<file path="src/design/mldf_pkg.sv">
// Shared types and constants for the magic word / length prefixed deframer.
// Used by mldf_ctrl, mldf_dpath and magic_length_deframer_unit.
package mldf_pkg;

    localparam int HDR_BYTES   = 8;
    localparam int MAGIC_BYTES = 4;
    localparam int FILL_W      = 4;

    localparam logic [31:0] MAX_PAYLOAD_RST = 32'd1048576;

    // configuration register indexes
    localparam logic REG_MAGIC_WORD  = 1'b0;
    localparam logic REG_MAX_PAYLOAD = 1'b1;

    // controller commands to the datapath
    typedef struct packed {
        logic load_hdr;
        logic load_pay;
        logic drop_one;
        logic drop_four;
        logic clear_hdr;
        logic start_pay;
        logic emit_empty;
    } mldf_cmd_t;

    // datapath status to the controller
    typedef struct packed {
        logic in_payload;
        logic prefix_ok;
        logic hdr_full;
        logic len_over;
        logic len_zero;
        logic out_free;
    } mldf_stat_t;

endpackage

</file>
<file path="src/design/mldf_ctrl.sv">
// Controller state machine for the deframer: accepts bytes and steps the header search.
// Depends on mldf_pkg for the command and status structs.
module mldf_ctrl
    import mldf_pkg::*;
(
    input  logic       clk,
    input  logic       rst_n,
    input  logic       s_tvalid,
    output logic       s_tready,
    input  mldf_stat_t stat,
    output mldf_cmd_t  cmd
);

    localparam logic ST_IDLE = 1'b0;
    localparam logic ST_SCAN = 1'b1;

    logic state_reg;
    logic state_next;
    logic accept;

    assign s_tready = (state_reg == ST_IDLE) && stat.out_free;
    assign accept   = s_tvalid && s_tready;

    always_comb
    begin
        cmd        = '0;
        state_next = state_reg;
        unique case (state_reg)
            ST_IDLE:
            begin
                if (accept)
                begin
                    if (stat.in_payload)
                    begin
                        cmd.load_pay = 1'b1;
                    end
                    else
                    begin
                        cmd.load_hdr = 1'b1;
                        state_next   = ST_SCAN;
                    end
                end
            end
            ST_SCAN:
            begin
                priority if (!stat.prefix_ok)
                begin
                    // drop the front byte and look again
                    cmd.drop_one = 1'b1;
                end
                else if (!stat.hdr_full)
                begin
                    state_next = ST_IDLE;
                end
                else if (stat.len_over)
                begin
                    // corrupt length: drop the magic, search the rest
                    cmd.drop_four = 1'b1;
                end
                else
                begin
                    cmd.clear_hdr = 1'b1;
                    if (stat.len_zero)
                        cmd.emit_empty = 1'b1;
                    else
                        cmd.start_pay = 1'b1;
                    state_next = ST_IDLE;
                end
            end
            default:
            begin
                state_next = ST_IDLE;
            end
        endcase
    end

    always_ff @(posedge clk or negedge rst_n)
    begin
        if (!rst_n)
            state_reg <= ST_IDLE;
        else
            state_reg <= state_next;
    end

endmodule

</file>
<file path="src/design/mldf_dpath.sv">
// Datapath for the deframer: config registers, header shift store, payload counter,
// drop counter and output register. Depends on mldf_pkg.
module mldf_dpath
    import mldf_pkg::*;
(
    input  logic        clk,
    input  logic        rst_n,
    input  logic        cfg_we,
    input  logic        cfg_index,
    input  logic [31:0] cfg_data,
    input  logic [7:0]  in_byte,
    input  mldf_cmd_t   cmd,
    output mldf_stat_t  stat,
    input  logic        m_tready,
    output logic        m_tvalid,
    output logic [7:0]  data_byte,
    output logic        first_byte,
    output logic        last_byte,
    output logic        empty_frame,
    output logic [31:0] dropped_total
);

    logic [31:0]       magic_reg;
    logic [31:0]       max_reg;
    logic [7:0]        store_reg [HDR_BYTES];
    logic [7:0]        store_next [HDR_BYTES];
    logic [FILL_W-1:0] fill_reg;
    logic [FILL_W-1:0] fill_next;
    logic              in_pay_reg;
    logic              in_pay_next;
    logic [31:0]       left_reg;
    logic [31:0]       left_next;
    logic              at_first_reg;
    logic              at_first_next;
    logic [31:0]       drop_reg;
    logic [31:0]       drop_next;
    logic              out_valid_reg;
    logic              out_valid_next;
    logic [31:0]       hdr_len;
    logic              match;
    logic              out_load;

    assign hdr_len = {store_reg[7], store_reg[6], store_reg[5], store_reg[4]};

    always_comb
    begin
        match = 1'b1;
        for (int i = 0; i < MAGIC_BYTES; i++)
        begin
            if ((fill_reg > FILL_W'(i)) && (store_reg[i] != magic_reg[8*i +: 8]))
                match = 1'b0;
        end
    end

    assign out_load = cmd.load_pay || cmd.emit_empty;

    always_comb
    begin
        stat.in_payload = in_pay_reg;
        stat.prefix_ok  = match;
        stat.hdr_full   = (fill_reg == FILL_W'(HDR_BYTES));
        stat.len_over   = (hdr_len > max_reg);
        stat.len_zero   = (hdr_len == 32'd0);
        stat.out_free   = !out_valid_reg || m_tready;
    end

    // header store: append at the fill point, shift down on drops
    always_comb
    begin
        for (int i = 0; i < HDR_BYTES; i++)
        begin
            store_next[i] = store_reg[i];
            if (cmd.load_hdr && (fill_reg[2:0] == 3'(i)))
                store_next[i] = in_byte;
            else if (cmd.drop_one && (i + 1 < HDR_BYTES))
                store_next[i] = store_reg[(i + 1) % HDR_BYTES];
            else if (cmd.drop_four && (i + MAGIC_BYTES < HDR_BYTES))
                store_next[i] = store_reg[(i + MAGIC_BYTES) % HDR_BYTES];
        end
    end

    always_comb
    begin
        fill_next     = fill_reg;
        drop_next     = drop_reg;
        in_pay_next   = in_pay_reg;
        left_next     = left_reg;
        at_first_next = at_first_reg;
        priority if (cmd.load_hdr)
            fill_next = fill_reg + FILL_W'(1);
        else if (cmd.drop_one)
        begin
            fill_next = fill_reg - FILL_W'(1);
            drop_next = drop_reg + 32'd1;
        end
        else if (cmd.drop_four)
        begin
            fill_next = fill_reg - FILL_W'(MAGIC_BYTES);
            drop_next = drop_reg + 32'(MAGIC_BYTES);
        end
        else if (cmd.clear_hdr)
            fill_next = '0;

        if (cmd.start_pay)
        begin
            in_pay_next   = 1'b1;
            left_next     = hdr_len;
            at_first_next = 1'b1;
        end
        else if (cmd.load_pay)
        begin
            at_first_next = 1'b0;
            if (left_reg != 32'd0)
                left_next = left_reg - 32'd1;
            if (left_reg <= 32'd1)
                in_pay_next = 1'b0;
        end
    end

    always_comb
    begin
        if (out_load)
            out_valid_next = 1'b1;
        else if (m_tready)
            out_valid_next = 1'b0;
        else
            out_valid_next = out_valid_reg;
    end

    always_ff @(posedge clk or negedge rst_n)
    begin
        if (!rst_n)
        begin
            magic_reg     <= '0;
            max_reg       <= MAX_PAYLOAD_RST;
            fill_reg      <= '0;
            in_pay_reg    <= 1'b0;
            left_reg      <= '0;
            at_first_reg  <= 1'b0;
            drop_reg      <= '0;
            out_valid_reg <= 1'b0;
        end
        else
        begin
            if (cfg_we && (cfg_index == REG_MAGIC_WORD))
                magic_reg <= cfg_data;
            if (cfg_we && (cfg_index == REG_MAX_PAYLOAD))
                max_reg <= cfg_data;
            fill_reg      <= fill_next;
            in_pay_reg    <= in_pay_next;
            left_reg      <= left_next;
            at_first_reg  <= at_first_next;
            drop_reg      <= drop_next;
            out_valid_reg <= out_valid_next;
        end
    end

    always_ff @(posedge clk)
    begin
        for (int i = 0; i < HDR_BYTES; i++)
            store_reg[i] <= store_next[i];
        if (out_load)
        begin
            data_byte     <= cmd.load_pay ? in_byte : 8'd0;
            first_byte    <= cmd.load_pay && at_first_reg;
            last_byte     <= cmd.emit_empty || (left_reg <= 32'd1);
            empty_frame   <= cmd.emit_empty;
            dropped_total <= drop_reg;
        end
    end

    assign m_tvalid = out_valid_reg;

endmodule

</file>
<file path="src/design/magic_length_deframer_unit.sv">
// Top level of the magic word / length prefixed deframer.
// Instantiates mldf_ctrl and mldf_dpath; depends on mldf_pkg.

// Takes one byte per request from a stream of frames (4 magic bytes, a 32-bit
// little-endian length, then the payload) and passes out the payload bytes with
// first/last marks, an empty-frame result for zero length, and a running count
// of dropped bytes. A payload byte is taken in the idle state and goes straight
// to the output register. A header byte is taken in the idle state; then each
// scan-state cycle shifts the 8-byte header store by one byte while hunting for
// the magic or by four on a rejected length, or ends the search. The output
// register lets a new byte in the same cycle that a waiting result is taken.
module magic_length_deframer_unit
    import mldf_pkg::*;
(
    input  logic        clk,
    input  logic        rst_n,
    input  logic        cfg_we,
    input  logic        cfg_index,
    input  logic [31:0] cfg_data,
    input  logic        s_tvalid,
    output logic        s_tready,
    input  logic [7:0]  s_tdata,    // [7:0] in_byte
    output logic        m_tvalid,
    input  logic        m_tready,
    output logic [39:0] m_tdata,    // [7:0] data_byte, [39:8] dropped_total
    output logic [1:0]  m_tuser,    // [0] first_byte, [1] empty_frame
    output logic        m_tlast     // last_byte
);

    mldf_cmd_t   cmd;
    mldf_stat_t  stat;
    logic [7:0]  data_byte;
    logic        first_byte;
    logic        empty_frame;
    logic [31:0] dropped_total;

    mldf_ctrl u_ctrl (
        .clk      (clk),
        .rst_n    (rst_n),
        .s_tvalid (s_tvalid),
        .s_tready (s_tready),
        .stat     (stat),
        .cmd      (cmd)
    );

    mldf_dpath u_dpath (
        .clk           (clk),
        .rst_n         (rst_n),
        .cfg_we        (cfg_we),
        .cfg_index     (cfg_index),
        .cfg_data      (cfg_data),
        .in_byte       (s_tdata),
        .cmd           (cmd),
        .stat          (stat),
        .m_tready      (m_tready),
        .m_tvalid      (m_tvalid),
        .data_byte     (data_byte),
        .first_byte    (first_byte),
        .last_byte     (m_tlast),
        .empty_frame   (empty_frame),
        .dropped_total (dropped_total)
    );

    assign m_tdata = {dropped_total, data_byte};
    assign m_tuser = {empty_frame, first_byte};

endmodule
</file>
<file path="config.mk">
export PLATFORM = sky130hd
export DESIGN_NAME = magic_length_deframer_unit
export DESIGN_NICKNAME = d
export VERILOG_FILES = /design/src/design/mldf_pkg.sv /design/src/design/mldf_ctrl.sv /design/src/design/mldf_dpath.sv /design/src/design/magic_length_deframer_unit.sv
export SDC_FILE = /design/constraint.sdc
export NUM_CORES = 1
export LEC_CHECK = 0
export BUFFER_PORTS_ARGS = -buffer_cell sky130_fd_sc_hd__buf_2
export CAP_MARGIN = 40
export CELL_PAD_IN_SITES_DETAIL_PLACEMENT = 0
export CELL_PAD_IN_SITES_GLOBAL_PLACEMENT = 1
export CORE_MARGIN = 2
export CORE_UTILIZATION = 45
export CTS_CLUSTER_DIAMETER = 50
export CTS_CLUSTER_SIZE = 10
export DETAILED_ROUTE_END_ITERATION = 7
export PLACE_DENSITY = 0.84
export SLEW_MARGIN = 0
export SYNTH_ARGS = -nofsm -noshare
export SYNTH_HDL_FRONTEND = slang
export SYNTH_SLANG_ARGS = --single-unit
</file>
<file path="constraint.sdc">
create_clock -name clk -period 3.4 [get_ports clk]
set_input_delay 0.34 -clock clk [delete_from_list [all_inputs] [get_ports clk]]
set_output_delay 0.34 -clock clk [all_outputs]
set_load 0.01 [all_outputs]
</file>
==> results of run 1 <==
==> worst paths after layout <==
kind                                          start                 endpoint  slack, ps  depth (start not counted)
max                        u_dpath.store_reg[1][31]  u_dpath.store_reg[0][1]        110                         10
min                                    cfg_data[14]    u_dpath.magic_reg[14]         10                          2
max reg2reg                u_dpath.store_reg[1][31]  u_dpath.store_reg[0][1]        110                         10
min reg2reg                    u_dpath.drop_reg[31]     u_dpath.drop_reg[31]        470                          1
max in group asynchronous                     rst_n       u_dpath.max_reg[1]       2180                          3
min in group asynchronous                     rst_n     u_dpath.left_reg[29]        370                          2
==> area by class of cell <==
type	instances	area, um2
Clock inverter	8	75.07
Fill cell	2330	12490
Sequential cell	243	6618
Timing Repair Buffer	130	824.5
Multi-Input combinational cell	686	5251
Inverter	46	172.7
Tap cell	341	426.7
Clock buffer	49	864.6
==> Yosys cell counts, types with 9 or more instances <==
library cell,instances,area (um2)
o21ai_0,31,155.2
mux2_4,9,135.1
xnor2_1,36,315.3
a21oi_1,67,335.3
nand4_1,24,150.1
nand2_1,72,270.3
mux2_2,92,1036
mux2i_1,31,310.3
inv_1,46,172.7
dfrtp_1,135,3378
nand3_1,37,185.2
buf_2,10,50.05
ha_1,46,575.6
clkbuf_1,14,52.55
edfxtp_1,107,3213
nor4_1,16,100.1
xor2_1,42,367.9
and2_1,16,100.1
nor3_1,13,65.06
nor2_1,53,198.9
==> cell usage in the layout (no fill, tap or decap), types with 4 or more instances in the layout <==
master     netlist  routed
a2111oi_2        6       6
a211oi_1         4       4
a21oi_1         67      67
a221o_1          8       8
and2_1          16      16
and3_1           8       8
and4_1           5       5
buf_12           0       5
buf_2           10      89
buf_4            3      33
clkbuf_1        14      17
clkbuf_16        0      32
dfrtp_1        135     135
edfxtp_1       107     107
ha_1            46      46
inv_1           46      46
mux2_2          92      92
mux2_4           9       9
mux2i_1         31      31
nand2_1         72      71
nand2b_1         4       4
nand3_1         37      37
nand4_1         24      24
nor2_1          53      53
nor3_1          13      13
nor4_1          16      14
o211ai_1         6       6
o21ai_0         31      31
o21ai_1          4       4
o221ai_1         4       4
xnor2_1         36      36
xor2_1          42      42
==> worst max-delay path, delay by kind of cell (launching register included) <==
kind | cells | cell delay, ps
and+or+nand+nor | 4 | 1030
AOI/OAI and AO/OA | 3 | 660
DFF | 1 | 470
buffers and inverters | 2 | 370
adders and majority gates | 1 | 360
==> logic make-up after synthesis <==
group	synth area share, %
XOR/XNOR	5.615
AO/OA/AOI/OAI	8.639
buffers and inverters	2.694
multiplexers	12.36
adder cells (fa/ha/maj)	4.731
flip-flops	54.39
AND/OR/NAND/NOR	11.57
==> timing repair <==
item | in CTS | in global routing
gates resized for setup | 0 | 3
setup endpoints to repair | 0 | 40
hold buffers | 2 | 0
setup buffers | 0 | 0
endpoints found under the hold margin | 64 | 0
==> through the flow <==
stage          total power [mW]  util, %  instances
4_1_cts                   7.289    53.19       1503
6_report                  7.249    53.25       1503
3_3_place_gp              4.237    49.57       1443
5_1_grt                   7.528    53.25       1503
2_1_floorplan             3.967        -       1010
3_5_place_dp              4.273    49.60       1444
==> where the power goes <==
part           switching [mW]  internal, mW
registers               0.159          3.27
logic                   0.431         0.369
clock network            1.22          1.81
==> layer usage <==
layer  vias to the layer above  part of all wire [%]  global-route usage, %
met4                         0                   2.4                  6.522
met2                       334                    45                  33.33
met1                      4200                    45                  31.76
li1                       3955                     -                      -
met3                        47                   8.0                  3.808
met5                         -                     0                      0
==> reports/qor.csv, run 1 <==
metric,value,unit
post-synthesis cell area,12170,um2
PortBufs,90,
cell leakage power,6.165,nW
DRT Pass-1 Iters,5,
hpwl dp,22420,um
latest clock arrival within the worst-skew pair,570,ps
worst ir drop on vdd,0.0004034,V
post-layout minimum cycle time,3286,ps
syn nets,1102,
Hold Slack,14.35,ps
Via density,5.679,
sequential fraction of the synthesis area,54.39,%
Post-synth EDFFs,107,
GRT Total Usage,21.75,%
YS warnings,0,
status,"finished, final reports clean",
crit path cell chain,ha_1 -> nand4_1 -> nor4_2 -> buf_4 -> nand2b_1 -> a31oi_1 -> buf_4 -> o21ai_0 -> a21o_1 -> nand2_1,
Clock Path Buffers,3,
Cell variety after synth,68,
asr flop ratio synth,55.97,%
crit-path max FO,8,
mean post-synth cell area,12.05,um2
skew final,43.81,ps
Yosys reg bits,243,
ys flop type,dfrtp_1,
GP Congestion,0.8841,
Hold Crit Class,input pin to flip-flop,
share of cells above drive strength 1,25.82,%
Max-Cap Viols,0,
Critical Path Max Stage Delay,470,ps
slowest CP cell,edfxtp_1,
final worst slack,114.4,ps
unrepaired setup endpoints after global routing,yes,
CTS sink count,243,
fmax,0.3044,GHz
DR WL/cell,20.45,um
largest net degree at the start of global routing,67,
Slew @ Worst Pin,700.2,ps
CP most frequent cell,buf_4,
post-place setup slack,132.9,ps
grt ovf,0,
H-tree levels,1,
"Hold Violations, Final",0,
Routed WL,30740,um
drt drc,0,
Largest register FFs,64,
Die X,168.4,um
synthesized instance count,1010,
CP endpoint kind,flip-flop,
Worst Path Required,3600,ps
Area Overhead vs Synth,16.98,%
layout net count,1230,
starting density of the core,45.52,%
first-pass GRT wire length,48110,um
Root Driver,clkbuf_16,
initial antenna violation count,0,
Site Rows,60,
io pins,91,
count of final max-slew check failures,0,
Startpoint Class,flip-flop,
Finish-stage setup viols,0,
fin area,14230,um2
die span in y,168.4,um
Worst Path Arrival,3480,ps
kind of critical path,flip-flop to flip-flop,
n_diodes,0,
Pwr per Cell Area,509.4,nW/um2
full die area,28370,um2
setup TNS,0,ps
Post-DP Area,13260,um2
Num CTS Buffers,31,
CTS tree,yes,
vias in the first global route,8533,
initial DRC count,698,
Antenna Nets Post-Route,0,
Slew HR,53.32,%
period utilization,96.63,%
Core Region,26730,um2
Worst-path clk slew,60,ps
Vias,8536,
(Power assumes the default switching activity.)
==> run 2: changes to the inputs <==
--- a/config.mk
+++ b/config.mk
@@ -5,9 +5,9 @@
 export SDC_FILE = /design/constraint.sdc
 export NUM_CORES = 1
 export LEC_CHECK = 0
-export BUFFER_PORTS_ARGS = -buffer_cell sky130_fd_sc_hd__buf_2
+export BUFFER_PORTS_ARGS = -buffer_cell sky130_fd_sc_hd__buf_4
 export CAP_MARGIN = 40
-export CELL_PAD_IN_SITES_DETAIL_PLACEMENT = 0
+export CELL_PAD_IN_SITES_DETAIL_PLACEMENT = 1
 export CELL_PAD_IN_SITES_GLOBAL_PLACEMENT = 1
 export CORE_MARGIN = 2
 export CORE_UTILIZATION = 45
==> run 2 against run 1 <==
  * Core utilization grew 1.4 points
  * Critical path depth is the same
  * Global-route usage grew 4.8 points
  * Non-clock buffer count grew 1
  * First-iteration DRC count grew 14%
  * Largest power group unchanged
  * Largest cell class unchanged
==> reports/qor.csv, run 2 (synthesis gave the netlist of run 1 again) <==
metric,value,unit
Antenna Nets Post-Route,0,
Startpoint Class,flip-flop,
post-route insts no fill,1509,
Site Rows,60,
largest net degree at the start of global routing,73,
Num CTS Buffers,34,
Largest register FFs,64,
Die X,168.4,um
layout net count,1234,
Worst-path clk slew,60,ps
Vias,9151,
CTS sink count,243,
most frequent cells in the layout,"dfrtp_1 (135), buf_4 (125), edfxtp_1 (107)",
Multi-input gate area,5274,um2
full die area,28370,um2
crit path cell chain,ha_1 -> nand4_1 -> nor4_2 -> buf_4 -> nand2b_1 -> a31oi_2 -> o2111ai_2 -> buf_12 -> a2111oi_2 -> xor2_1,
io pins,91,
share of cells above drive strength 1,26.80,%
period utilization,95.95,%
Hold Crit Class,input pin to flip-flop,
status,"finished, final reports clean",
cell leakage power,6.290,nW
Worst Path Arrival,3700,ps
die span in y,168.4,um
post-place setup slack,59.05,ps
Clock Path Buffers,3,
crit-path max FO,26,
n_diodes,0,
PortBufs,90,
Slew @ Worst Pin,757.3,ps
worst ir drop on vdd,0.0003262,V
"CP delay by family, top",compound AO/OA/AOI/OAI gates,
Via density,6.064,
"commonest non-fill, non-tap cell in the layout",dfrtp_1,
post-layout minimum cycle time,3262,ps
Root Driver,clkbuf_16,
initial antenna violation count,0,
count of final max-slew check failures,0,
"Hold Violations, Final",0,
Pwr per Cell Area,530.6,nW/um2
slowest CP cell,edfxtp_1,
Area Overhead vs Synth,20.03,%
grt ovf,0,
GRT Total Usage,26.59,%
DR WL/cell,24.70,um
first-pass GRT wire length,57800,um
fillers,2752,
Max-Cap Viols,0,
initial DRC count,796,
Core Region,26730,um2
Finish-stage setup viols,0,
CP endpoint kind,flip-flop,
Slew HR,49.51,%
CP bufs+invs,2,
setup TNS,0,ps
drt drc,0,
GP Congestion,0.8893,
DP Cell Count,1446,
H-tree levels,2,
hpwl dp,25870,um
flop2flop setup slack,140,ps
skew final,40.83,ps
fin util,54.64,%
unrepaired setup endpoints after global routing,no,
DRT Pass-1 Iters,5,
register area,6618,um2
kind of critical path,flip-flop to flip-flop,
Critical Path Max Stage Delay,480,ps
final worst slack,137.7,ps
vias in the first global route,9796,
"Setup Fix Bufs, Post-CTS",0,
starting density of the core,45.52,%
Pwr Total,7.750,mW
Routed WL,37280,um
CTS tree,yes,
latest clock arrival within the worst-skew pair,530,ps
fmax,0.3065,GHz
Worst Path Required,3840,ps
[run 2: worst register-to-register path: stages (launching register included)]
cell and delay (ps):
edfxtp_1 480, ha_1 370, nand4_1 240, nor4_2 420
buf_4 180, nand2b_1 90, a31oi_2 290, o2111ai_2 260
buf_12 260, a2111oi_2 400, xor2_1 200
[run 2: area by class of cell]
type	instances	share of cell area (%)
tap	341	2.922
timing repair buffer	131	7.120
inverter	46	1.182
clock buffer	51	6.409
clock inverter	11	0.9424
sequential	243	45.31
multi-input combinational	686	36.11
[run 2: power by group]
part | switching (mW) | internal, mW
logic | 0.485 | 0.402
registers | 0.172 | 3.27
clock network | 1.35 | 2.07
[run 2: routing by layer]
layer	GRT usage, %	share of wire [%]	vias to the layer above
li1	-	-	3970
met5	0	0	-
met4	9.745	3.6	0
met3	5.877	8.0	110
met2	44.18	48	434
met1	34.32	40	4637
[run 2: final timing paths]
kind                                          start                     to  cells after the start
setup / recovery           u_dpath.store_reg[1][31]   u_dpath.drop_reg[22]                     10
hold / removal                         cfg_data[17]  u_dpath.magic_reg[17]                      2
setup reg to reg           u_dpath.store_reg[1][31]   u_dpath.drop_reg[22]                     10
hold reg to reg                u_dpath.at_first_reg   u_dpath.at_first_reg                      2
max in group asynchronous                     rst_n    u_dpath.max_reg[20]                      3
min in group asynchronous                     rst_n   u_dpath.left_reg[17]                      2
[run 2: repair_timing]
| item | 4_1_cts | 5_1_grt |
|---|---|---|
| resized for setup | 0 | 9 |
| hold endpoints to repair | 69 | 0 |
| hold buffers | 1 | 0 |
| endpoints found under the setup margin | 0 | 57 |
[run 2: metrics by stage]
| stage | cell area (um2) | hold WS [ps] |
|---|---|---|
| floorplan | 12170 | 44.41 |
| global placement | 13470 | 419.1 |
| detailed placement | 13480 | 420.8 |
| CTS | 14560 | 49.24 |
| global route | 14600 | 47.55 |
| finish | 14600 | 54.35 |
